<file path="src/rtl/lcd_init_sequence_interpreter_macros.svh">
// Assertion helpers shared by the RTL files.
`ifndef LCD_INIT_SEQUENCE_INTERPRETER_MACROS_SVH
`define LCD_INIT_SEQUENCE_INTERPRETER_MACROS_SVH

// Plain property, sampled on clk, off during reset.
`define LISI_ASSERT(lbl, prop, msg) \
    lbl: assert property (@(posedge clk) disable iff (!rst_n) (prop)) else $error(msg);

// Same-cycle implication.
`define LISI_ASSERT_IMP(lbl, ante, cons, msg) \
    lbl: assert property (@(posedge clk) disable iff (!rst_n) (ante) |-> (cons)) \
        else $error(msg);

// Next-cycle implication.
`define LISI_ASSERT_NXT(lbl, ante, cons, msg) \
    lbl: assert property (@(posedge clk) disable iff (!rst_n) (ante) |=> (cons)) \
        else $error(msg);

`endif

</file>
<file path="src/rtl/lisi_pkg.sv">
`default_nettype none

package lisi_pkg;

    localparam int WORD_W         = 32;
    localparam int BYTE_W         = 8;
    localparam int KIND_W         = 3;
    localparam int CFG_IDX_W      = 2;
    localparam int DEF_MAX_PARAMS = 32;

    localparam logic [WORD_W-1:0] DEF_MSDELAY_CODE   = 32'd256;
    localparam logic [WORD_W-1:0] DEF_USDELAY_CODE   = 32'd257;
    localparam logic [WORD_W-1:0] DEF_RESETLINE_CODE = 32'd258;

    localparam logic [CFG_IDX_W-1:0] CFG_MSDELAY   = 2'd0;
    localparam logic [CFG_IDX_W-1:0] CFG_USDELAY   = 2'd1;
    localparam logic [CFG_IDX_W-1:0] CFG_RESETLINE = 2'd2;
    localparam logic [CFG_IDX_W-1:0] CFG_PRESENT   = 2'd3;

    localparam logic [KIND_W-1:0] KIND_BYTE  = 3'd0;
    localparam logic [KIND_W-1:0] KIND_MS    = 3'd1;
    localparam logic [KIND_W-1:0] KIND_US    = 3'd2;
    localparam logic [KIND_W-1:0] KIND_RESET = 3'd3;
    localparam logic [KIND_W-1:0] KIND_ERROR = 3'd4;

    typedef struct packed {
        logic              busy;
        logic              emit;
        logic [BYTE_W-1:0] data;
        logic              dc;
        logic              last;
    } burst_stat_t;

endpackage

`default_nettype wire

</file>
<file path="src/rtl/lisi_if.sv">
`default_nettype none

interface lisi_word_if
    import lisi_pkg::*;
();
    logic              valid;
    logic              ready;
    logic [WORD_W-1:0] seq_word;
    logic              seq_start;

    modport source (output valid, output seq_word, output seq_start, input ready);
    modport sink   (input valid, input seq_word, input seq_start, output ready);
endinterface

interface lisi_result_if
    import lisi_pkg::*;
();
    logic              valid;
    logic              ready;
    logic [KIND_W-1:0] out_kind;
    logic [BYTE_W-1:0] bus_byte;
    logic              dc_level;
    logic [WORD_W-1:0] delay_amount;
    logic              reset_level;
    logic              run_last;

    modport source (
        output valid, output out_kind, output bus_byte, output dc_level,
        output delay_amount, output reset_level, output run_last, input ready
    );
    modport sink (
        input valid, input out_kind, input bus_byte, input dc_level,
        input delay_amount, input reset_level, input run_last, output ready
    );
endinterface

`default_nettype wire

</file>
<file path="src/rtl/lisi_cmd_buf.sv">
`default_nettype none

`include "lcd_init_sequence_interpreter_macros.svh"

module lisi_cmd_buf
    import lisi_pkg::*;
#(
    parameter int MAX_PARAMS = DEF_MAX_PARAMS,
    localparam int ADDR_W    = $clog2(MAX_PARAMS + 1),
    localparam int CNT_W     = $clog2(MAX_PARAMS + 2)
)(
    input  wire logic              clk,
    input  wire logic              rst_n,
    input  wire logic              wr_en,
    input  wire logic [ADDR_W-1:0] wr_addr,
    input  wire logic [BYTE_W-1:0] wr_data,
    input  wire logic              start,
    input  wire logic [CNT_W-1:0]  len,
    input  wire logic              take,
    output burst_stat_t            stat
);

    localparam int DEPTH = MAX_PARAMS + 1;

    typedef enum logic [2:0] {
        BS_IDLE = 3'b001,
        BS_READ = 3'b010,
        BS_LOAD = 3'b100
    } bstate_t;

    logic [BYTE_W-1:0] mem [DEPTH];
    logic [BYTE_W-1:0] rd_data_reg;
    bstate_t           state_reg, state_next;
    logic [CNT_W-1:0]  ptr_reg, ptr_next;
    logic [CNT_W-1:0]  len_reg, len_next;
    logic [CNT_W-1:0]  ptr_inc;
    logic              at_last;

    assign ptr_inc = ptr_reg + CNT_W'(1);
    assign at_last = (ptr_inc == len_reg);

    always_ff @(posedge clk)
    begin
        if (wr_en)
        begin
            mem[wr_addr] <= wr_data;
        end
        if (state_reg == BS_READ)
        begin
            rd_data_reg <= mem[ptr_reg[ADDR_W-1:0]];
        end
    end

    always_comb
    begin
        state_next = state_reg;
        ptr_next   = ptr_reg;
        len_next   = len_reg;
        unique case (state_reg)
            BS_IDLE:
            begin
                if (start)
                begin
                    len_next   = len;
                    ptr_next   = '0;
                    state_next = BS_READ;
                end
            end
            BS_READ:
            begin
                state_next = BS_LOAD;
            end
            BS_LOAD:
            begin
                if (take)
                begin
                    ptr_next   = ptr_inc;
                    state_next = at_last ? BS_IDLE : BS_READ;
                end
            end
            default:
            begin
                state_next = BS_IDLE;
            end
        endcase
    end

    always_ff @(posedge clk or negedge rst_n)
    begin
        if (!rst_n)
        begin
            state_reg <= BS_IDLE;
            ptr_reg   <= '0;
            len_reg   <= '0;
        end
        else
        begin
            state_reg <= state_next;
            ptr_reg   <= ptr_next;
            len_reg   <= len_next;
        end
    end

    assign stat.busy = (state_reg != BS_IDLE);
    assign stat.emit = (state_reg == BS_LOAD) && take;
    assign stat.data = rd_data_reg;
    assign stat.dc   = (ptr_reg != '0);
    assign stat.last = at_last;

    `LISI_ASSERT_IMP(a_ptr_in_range, stat.busy, ptr_reg < len_reg, "burst pointer past length")
    `LISI_ASSERT_IMP(a_start_idle, start, state_reg == BS_IDLE, "burst started while busy")
    `LISI_ASSERT_NXT(a_last_ends, stat.emit && stat.last, state_reg == BS_IDLE,
                     "burst did not end on last byte")

endmodule

`default_nettype wire

</file>
<file path="src/rtl/lcd_init_sequence_interpreter.sv">
// A delay, reset or error result is in the output register in the cycle after its word is taken.
// Throughput: one word per cycle outside bursts while output drains; words without results too.
// Each command burst byte takes a command store read, then a load; no input is taken meanwhile.
// Reset: asynchronous, active low; codes return to 256/257/258, reset line present.
// Reset also clears phase, counts, halt and output valid; the command store is not cleared.
`default_nettype none

`include "lcd_init_sequence_interpreter_macros.svh"

module lcd_init_sequence_interpreter
    import lisi_pkg::*;
#(
    parameter int MAX_PARAMS = DEF_MAX_PARAMS
)(
    input  wire logic                 clk,
    input  wire logic                 rst_n,
    input  wire logic                 cfg_we,
    input  wire logic [CFG_IDX_W-1:0] cfg_index,
    input  wire logic [WORD_W-1:0]    cfg_data,
    lisi_word_if.sink                 words,
    lisi_result_if.source             results
);

    localparam int ADDR_W = $clog2(MAX_PARAMS + 1);
    localparam int CNT_W  = $clog2(MAX_PARAMS + 2);

    typedef enum logic [5:0] {
        PH_CMD    = 6'b000001,
        PH_COUNT  = 6'b000010,
        PH_PARAMS = 6'b000100,
        PH_MS     = 6'b001000,
        PH_US     = 6'b010000,
        PH_RST    = 6'b100000
    } phase_t;

    logic [WORD_W-1:0] msdelay_code_reg;
    logic [WORD_W-1:0] usdelay_code_reg;
    logic [WORD_W-1:0] resetline_code_reg;
    logic              resetline_present_reg;

    phase_t            phase_reg, phase_next, ph;
    logic [CNT_W-1:0]  held_reg, held_next;
    logic [CNT_W-1:0]  wanted_reg, wanted_next;
    logic              halted_reg, halted_next;
    logic [CNT_W-1:0]  held_inc;

    logic              accept;
    logic              live;
    logic              slot_free;

    logic              wr_en;
    logic [ADDR_W-1:0] wr_addr;
    logic              burst_start;
    logic [CNT_W-1:0]  burst_len;
    burst_stat_t       stat;

    logic              res_load;
    logic [KIND_W-1:0] res_kind;
    logic [WORD_W-1:0] res_amount;
    logic              res_level;

    logic              res_valid_reg;
    logic [KIND_W-1:0] res_kind_reg;
    logic [BYTE_W-1:0] res_byte_reg;
    logic              res_dc_reg;
    logic [WORD_W-1:0] res_amount_reg;
    logic              res_level_reg;
    logic              res_last_reg;

    always_ff @(posedge clk or negedge rst_n)
    begin
        if (!rst_n)
        begin
            msdelay_code_reg      <= DEF_MSDELAY_CODE;
            usdelay_code_reg      <= DEF_USDELAY_CODE;
            resetline_code_reg    <= DEF_RESETLINE_CODE;
            resetline_present_reg <= 1'b1;
        end
        else if (cfg_we)
        begin
            unique case (cfg_index)
                CFG_MSDELAY:   msdelay_code_reg      <= cfg_data;
                CFG_USDELAY:   usdelay_code_reg      <= cfg_data;
                CFG_RESETLINE: resetline_code_reg    <= cfg_data;
                CFG_PRESENT:   resetline_present_reg <= cfg_data[0];
                default:       ;
            endcase
        end
    end

    assign slot_free    = !res_valid_reg || results.ready;
    assign words.ready  = slot_free && !stat.busy;
    assign accept       = words.valid && words.ready;
    assign ph           = words.seq_start ? PH_CMD : phase_reg;
    assign live         = words.seq_start || !halted_reg;
    assign held_inc     = held_reg + CNT_W'(1);

    always_comb
    begin
        phase_next  = phase_reg;
        held_next   = held_reg;
        wanted_next = wanted_reg;
        halted_next = halted_reg;
        wr_en       = 1'b0;
        wr_addr     = '0;
        burst_start = 1'b0;
        burst_len   = held_reg;
        res_load    = 1'b0;
        res_kind    = KIND_ERROR;
        res_amount  = '0;
        res_level   = 1'b0;
        if (accept)
        begin
            phase_next  = ph;
            halted_next = halted_reg && !words.seq_start;
            if (live)
            begin
                unique case (ph)
                    PH_CMD:
                    begin
                        priority if (words.seq_word == msdelay_code_reg)
                        begin
                            phase_next = PH_MS;
                        end
                        else if (words.seq_word == usdelay_code_reg)
                        begin
                            phase_next = PH_US;
                        end
                        else if (words.seq_word == resetline_code_reg)
                        begin
                            phase_next = PH_RST;
                        end
                        else
                        begin
                            wr_en      = 1'b1;
                            wr_addr    = '0;
                            held_next  = CNT_W'(1);
                            phase_next = PH_COUNT;
                        end
                    end
                    PH_COUNT:
                    begin
                        if (words.seq_word > WORD_W'(MAX_PARAMS))
                        begin
                            res_load    = 1'b1;
                            res_kind    = KIND_ERROR;
                            halted_next = 1'b1;
                            phase_next  = PH_CMD;
                        end
                        else
                        begin
                            wanted_next = words.seq_word[CNT_W-1:0];
                            if (words.seq_word == '0)
                            begin
                                burst_start = 1'b1;
                                burst_len   = held_reg;
                                phase_next  = PH_CMD;
                            end
                            else
                            begin
                                phase_next = PH_PARAMS;
                            end
                        end
                    end
                    PH_PARAMS:
                    begin
                        wr_en     = 1'b1;
                        wr_addr   = held_reg[ADDR_W-1:0];
                        held_next = held_inc;
                        if (held_reg >= wanted_reg)
                        begin
                            burst_start = 1'b1;
                            burst_len   = held_inc;
                            phase_next  = PH_CMD;
                        end
                    end
                    PH_MS:
                    begin
                        res_load   = 1'b1;
                        res_kind   = KIND_MS;
                        res_amount = words.seq_word;
                        phase_next = PH_CMD;
                    end
                    PH_US:
                    begin
                        res_load   = 1'b1;
                        res_kind   = KIND_US;
                        res_amount = words.seq_word;
                        phase_next = PH_CMD;
                    end
                    PH_RST:
                    begin
                        res_load   = resetline_present_reg;
                        res_kind   = KIND_RESET;
                        res_level  = (words.seq_word != '0);
                        phase_next = PH_CMD;
                    end
                    default:
                    begin
                        phase_next = PH_CMD;
                    end
                endcase
            end
        end
    end

    always_ff @(posedge clk or negedge rst_n)
    begin
        if (!rst_n)
        begin
            phase_reg     <= PH_CMD;
            held_reg      <= '0;
            wanted_reg    <= '0;
            halted_reg    <= 1'b0;
            res_valid_reg <= 1'b0;
        end
        else
        begin
            phase_reg  <= phase_next;
            held_reg   <= held_next;
            wanted_reg <= wanted_next;
            halted_reg <= halted_next;
            if (res_load || stat.emit)
            begin
                res_valid_reg <= 1'b1;
            end
            else if (results.ready)
            begin
                res_valid_reg <= 1'b0;
            end
        end
    end

    always_ff @(posedge clk)
    begin
        if (stat.emit)
        begin
            res_kind_reg   <= KIND_BYTE;
            res_byte_reg   <= stat.data;
            res_dc_reg     <= stat.dc;
            res_amount_reg <= '0;
            res_level_reg  <= 1'b0;
            res_last_reg   <= stat.last;
        end
        else if (res_load)
        begin
            res_kind_reg   <= res_kind;
            res_byte_reg   <= '0;
            res_dc_reg     <= 1'b0;
            res_amount_reg <= res_amount;
            res_level_reg  <= res_level;
            res_last_reg   <= 1'b1;
        end
    end

    lisi_cmd_buf #(
        .MAX_PARAMS (MAX_PARAMS)
    ) u_cmd_buf (
        .clk     (clk),
        .rst_n   (rst_n),
        .wr_en   (wr_en),
        .wr_addr (wr_addr),
        .wr_data (words.seq_word[BYTE_W-1:0]),
        .start   (burst_start),
        .len     (burst_len),
        .take    (slot_free),
        .stat    (stat)
    );

    assign results.valid        = res_valid_reg;
    assign results.out_kind     = res_kind_reg;
    assign results.bus_byte     = res_byte_reg;
    assign results.dc_level     = res_dc_reg;
    assign results.delay_amount = res_amount_reg;
    assign results.reset_level  = res_level_reg;
    assign results.run_last     = res_last_reg;

    `LISI_ASSERT_IMP(a_no_accept_in_burst, stat.emit, !accept,
                     "word taken while a burst byte loads")
    `LISI_ASSERT_NXT(a_halt_holds, accept && halted_reg && !words.seq_start,
                     $stable(phase_reg) && $stable(held_reg) && halted_reg,
                     "halted interpreter changed state")
    `LISI_ASSERT_IMP(a_burst_len, burst_start, burst_len != '0 && !res_load,
                     "empty burst or burst with direct result")

endmodule

`default_nettype wire
</file>
<file path="src/flat_wrapper.sv">
// flat-port wrapper written by rule: the top's interface ports become plain ports
module lcd_init_sequence_interpreter_flat import lisi_pkg::*;
#(
    parameter int MAX_PARAMS = DEF_MAX_PARAMS
)
  (clk, rst_n, cfg_we, cfg_index, cfg_data, words_valid, words_seq_word, words_seq_start, words_ready, results_valid, results_out_kind, results_bus_byte, results_dc_level, results_delay_amount, results_reset_level, results_run_last, results_ready);
  lisi_word_if words_i ();
  lisi_result_if results_i ();
  input  wire logic clk;
  input  wire logic rst_n;
  input  wire logic cfg_we;
  input  wire logic [CFG_IDX_W-1:0] cfg_index;
  input  wire logic [WORD_W-1:0] cfg_data;
  input wire logic [$bits(words_i.valid)-1:0] words_valid;
  input wire logic [$bits(words_i.seq_word)-1:0] words_seq_word;
  input wire logic [$bits(words_i.seq_start)-1:0] words_seq_start;
  output wire logic [$bits(words_i.ready)-1:0] words_ready;
  output wire logic [$bits(results_i.valid)-1:0] results_valid;
  output wire logic [$bits(results_i.out_kind)-1:0] results_out_kind;
  output wire logic [$bits(results_i.bus_byte)-1:0] results_bus_byte;
  output wire logic [$bits(results_i.dc_level)-1:0] results_dc_level;
  output wire logic [$bits(results_i.delay_amount)-1:0] results_delay_amount;
  output wire logic [$bits(results_i.reset_level)-1:0] results_reset_level;
  output wire logic [$bits(results_i.run_last)-1:0] results_run_last;
  input wire logic [$bits(results_i.ready)-1:0] results_ready;
  assign words_i.valid = words_valid;
  assign words_i.seq_word = words_seq_word;
  assign words_i.seq_start = words_seq_start;
  assign words_ready = words_i.ready;
  assign results_valid = results_i.valid;
  assign results_out_kind = results_i.out_kind;
  assign results_bus_byte = results_i.bus_byte;
  assign results_dc_level = results_i.dc_level;
  assign results_delay_amount = results_i.delay_amount;
  assign results_reset_level = results_i.reset_level;
  assign results_run_last = results_i.run_last;
  assign results_i.ready = results_ready;
  lcd_init_sequence_interpreter #(.MAX_PARAMS(MAX_PARAMS)) u_core (.clk(clk), .rst_n(rst_n), .cfg_we(cfg_we), .cfg_index(cfg_index), .cfg_data(cfg_data), .words(words_i), .results(results_i));
endmodule
</file>
<file path="config.mk">
export PLATFORM = sky130hd
export DESIGN_NAME = lcd_init_sequence_interpreter_flat
export DESIGN_NICKNAME = d
export VERILOG_FILES = /design/src/rtl/lisi_pkg.sv /design/src/rtl/lisi_if.sv /design/src/rtl/lisi_cmd_buf.sv /design/src/rtl/lcd_init_sequence_interpreter.sv /design/src/flat_wrapper.sv
export VERILOG_INCLUDE_DIRS = /design/src /design/src/rtl
export SDC_FILE = /design/constraint.sdc
export NUM_CORES = 1
export LEC_CHECK = 0
export ABC_AREA = 1
export BUFFER_PORTS_ARGS = -buffer_cell sky130_fd_sc_hd__buf_2
export CORE_AREA = 2 2 198 346
export CTS_CLUSTER_SIZE = 30
export DETAILED_ROUTE_END_ITERATION = 10
export DIE_AREA = 0 0 200 348
export MAX_ROUTING_LAYER = met4
export PLACE_DENSITY = 0.42
export SETUP_SLACK_MARGIN = 0.3
export SYNTH_ARGS = -nofsm -noshare
export SYNTH_HDL_FRONTEND = slang
export SYNTH_HIERARCHICAL = 1
export SYNTH_SLANG_ARGS = --single-unit
</file>
<file path="constraint.sdc">
create_clock -name clk -period 4.5 [get_ports clk]
set_input_delay 0.9 -clock clk [delete_from_list [all_inputs] [get_ports clk]]
set_output_delay 0.9 -clock clk [all_outputs]
set_load 0.01 [all_outputs]
</file>
==> metrics.yaml <==
outcome:
  status: "finished clean"
critical_path:
  path_cells: "inv_1, nor3_1, inv_1, a21oi_4, nand2_2, nor2_2, inv_1, nor3_1, buf_4, inv_1, nor3_1, buf_4, nand2_1, nor2_1"
  crit_top_cell: "inv_1"
  cp_slowest_cell: "nor2_1"
  criticalPathCategory: "flip-flop to flip-flop"
  r2r_slack_ns: 0.82
  start_kind: "flip-flop"
  crit_path_end_kind: "flip-flop"
  critical_path.top_delay_family: "simple AND/OR/NAND/NOR gates"
  worstPathArrival_ns: 3.90
  path_max_fanout: 9
  crit_buf_inv: 6
  crit_path_max_incr_delay_ns: 0.65
  required_ns: 4.72
power_and_ir_drop:
  pwr-share-clk_pct: 30.9
  p_sw_share_pct: 36.4
  netSwitchingPower_mw: 4.61
  comb_power_share_pct: 29.6
  seqPwrFrac_pct: 39.4
  p_int_mw: 8.06
  p_total_mw: 12.7
  powerDensity_nw_per_um2: 537
  p_leak_nw: 9.76
  vdd_drop_max_mv: 0.325
worst_hold_path:
  hold_class: "input port to asynchronous set/reset pin"
global_route:
  grt_pass1_wl_mm: 101
  grt_usage_pct: 20.5
  grt_pass1_vias: 16100
  antenna_found_initial: 5
  grt_max_degree: 121
  gr-total-overflow: 0
floorplanning:
  die_y_um: 348
  num_rows: 126
  die_width_um: 200
  start_util_pct: 30.7
  fp.coreArea_um2: 67000
  die_area_um2: 69600
  ios: 120
logic_synthesis:
  yosys-top-cells-count: "626 x nand2_1, 282 x edfxtp_1, 272 x nand3_1"
  syn_nets: 2286
  yosysWarnings: 6
  netlist_instances: 2205
  synth-edff-count: 282
  yosysUniqueCellTypes: 47
  yosysSeqAreaShare_pct: 60.7
  async_flop_share_pct: 29.3
  synth-seq-cells: 450
  yosysMostFrequentCell: "nand2_1"
  synth_flop_cell: "edfxtp_1"
  synth.area.top_cells: "edfxtp_1 41%, dfrtp_1 15%, nand2_1 11%, nand3_1 6.6%, nor2_1 3.5%"
  synth_top_cell_area_share_pct: 41.1
  netlist_area_um2: 20600
  yosysTopAreaCell: "edfxtp_1"
  avgSynthCellArea_um2: 9.34
clocking:
  cts_tree: "done"
  htree_num_levels: 2
  cts.sinks: 450
  clk_pin_slew_ns: 0.06
  cts_resized: 0
  clock_latency_ns: 0.60
  cts_made_buffers: 45
  clock_path_buffers: 3
  post_cts_buffers: 0
  postCtsHoldBufs: 0
  root_buffer: "clkbuf_16"
sta:
  hold_violations: 0
  slew_violations: 0
  fin_setup_tns_ns: 0
  hold_ws_ns: 0.133
  tightest_slew_ns: 1.00
  slew_headroom_pct: 33.1
  finalCritPeriodShare_pct: 81.8
  setup_viol: 0
  clock_skew_ns: 0.0205
  rsz0062_at_grt: "no"
  max_freq_mhz: 272
  min_period_ns: 3.68
run:
  cap_viol_max_count: 0
route:
  wl_met1_mm: 23.7
  vias: 15500
  highest_layer: "met4"
  route.met2.wl_mm: 37.6
  ant_nets: 0
  route.detailed.drc: 0
  wl_per_cell_um: 21.0
  route.met3.wl_mm: 2.57
  firstDrtPassIters: 5
  via_per_inst: 4.79
  drt_iter0_drc: 889
  finalWirelength_mm: 67.8
cells_and_area:
  final_core_util_pct: 35.2
  syn2layout_area_growth_pct: 14.7
  nNetsFinal: 2382
  largest-register: "u_core/u_cmd_buf/mem"
  largest_register_ffs: 264
  layout-drive-gt1-share_pct: 11.8
place:
  port_buffers: 119
  dp_hpwl_mm: 47.5
  gp_congestion: 0.830
## final timing paths
path / from / end / depth (start not counted)
max: u_core/u_cmd_buf/state_reg[0] / u_core/u_cmd_buf/mem[23][4] / 14
min: rst_n / u_core/u_cmd_buf/ptr_reg[5] / 1
max reg2reg: u_core/u_cmd_buf/state_reg[0] / u_core/u_cmd_buf/mem[23][4] / 14
min reg2reg: u_core/results.delay_amount[7] / u_core/results.delay_amount[7] / 2
max in group asynchronous: rst_n / u_core/wanted_reg[2] / 2
min in group clk: u_core/results.delay_amount[7] / u_core/results.delay_amount[7] / 2
## stage by stage
step | instances | setup slack (ns) | area, µm²
after floorplan | 2205 | 0.762 | 20600
after global placement | 3150 | 0.614 | 22100
after detailed placement | 3150 | 0.573 | 22100
after CTS | 3233 | 0.779 | 23600
after global routing | 3237 | 0.545 | 23600
final | 3238 | 0.819 | 23600
## layout make-up
| type | count | area (µm²) |
|---|---|---|
| Tap cell | 896 | 1120 |
| Multi-Input combinational cell | 1458 | 6780 |
| Fill cell | 6980 | 43400 |
| Timing Repair Buffer | 165 | 985 |
| Sequential cell | 450 | 12500 |
| Inverter | 181 | 682 |
| Antenna cell | 5 | 12.5 |
| Clock buffer | 59 | 1270 |
| Clock inverter | 24 | 251 |
## worst reg2reg max path, cell delays in order, from the launching register on
cell and delay (ns):
dfstp_2 0.53, inv_1 0.05, nor3_1 0.19, inv_1 0.15, a21oi_4 0.20, nand2_2 0.16
nor2_2 0.32, inv_1 0.18, nor3_1 0.18, buf_4 0.17, inv_1 0.08, nor3_1 0.21
buf_4 0.15, nand2_1 0.11, nor2_1 0.65
## routing by layer
layer	up-vias	GRT usage [%]
met5	-	-
met4	0	10.4
met3	139	2.54
met2	397	38.7
met1	7502	20.2
li1	7479	-
## power by group through the flow
stage               combinational [mW]  clock, mW  sequential, mW
CTS                               3.83       4.06            5.00
global route                      4.14       4.19            5.04
detailed placement                3.82          0            5.08
floorplan                         2.48          0            5.02
finish                            3.76       3.92            5.00
global placement                  3.82          0            5.08
## layout by cell type (no fill, tap or decap), types with 7 or more instances in the layout
master | Yosys | layout
nand4_1 | 14 | 14
nand2_1 | 626 | 626
clkinv_1 | 1 | 7
dfrtp_1 | 124 | 122
nor3_1 | 16 | 16
o21ai_1 | 27 | 27
ha_1 | 9 | 9
o22ai_1 | 10 | 10
clkbuf_16 | 0 | 46
clkinv_2 | 0 | 11
buf_2 | 36 | 118
clkbuf_8 | 0 | 7
dfxtp_1 | 36 | 36
edfxtp_1 | 282 | 282
inv_2 | 7 | 7
inv_1 | 172 | 172
buf_4 | 23 | 43
nor2_1 | 194 | 194
nand3_1 | 272 | 269
xnor2_1 | 63 | 63
o21ai_0 | 132 | 132
a21oi_1 | 47 | 47
dfstp_2 | 8 | 8
## cells by family (layout without fill, tap and decap cells)
| group | after synthesis | count (layout) | synth area share [%] |
|---|---|---|---|
| DFF | 450 | 450 | 60.7 |
| buffers and inverters | 297 | 429 | 6.43 |
| and+or+nand+nor | 1148 | 1148 | 23.4 |
| adders and majority gates | 9 | 9 | 0.547 |
| other | 0 | 5 | 0 |
| AOI/OAI and AO/OA | 232 | 232 | 5.95 |
| xor gates and xnor gates | 67 | 67 | 2.85 |
| muxes | 2 | 2 | 0.109 |
No activity file was read; power rests on OpenSTA's default activity.
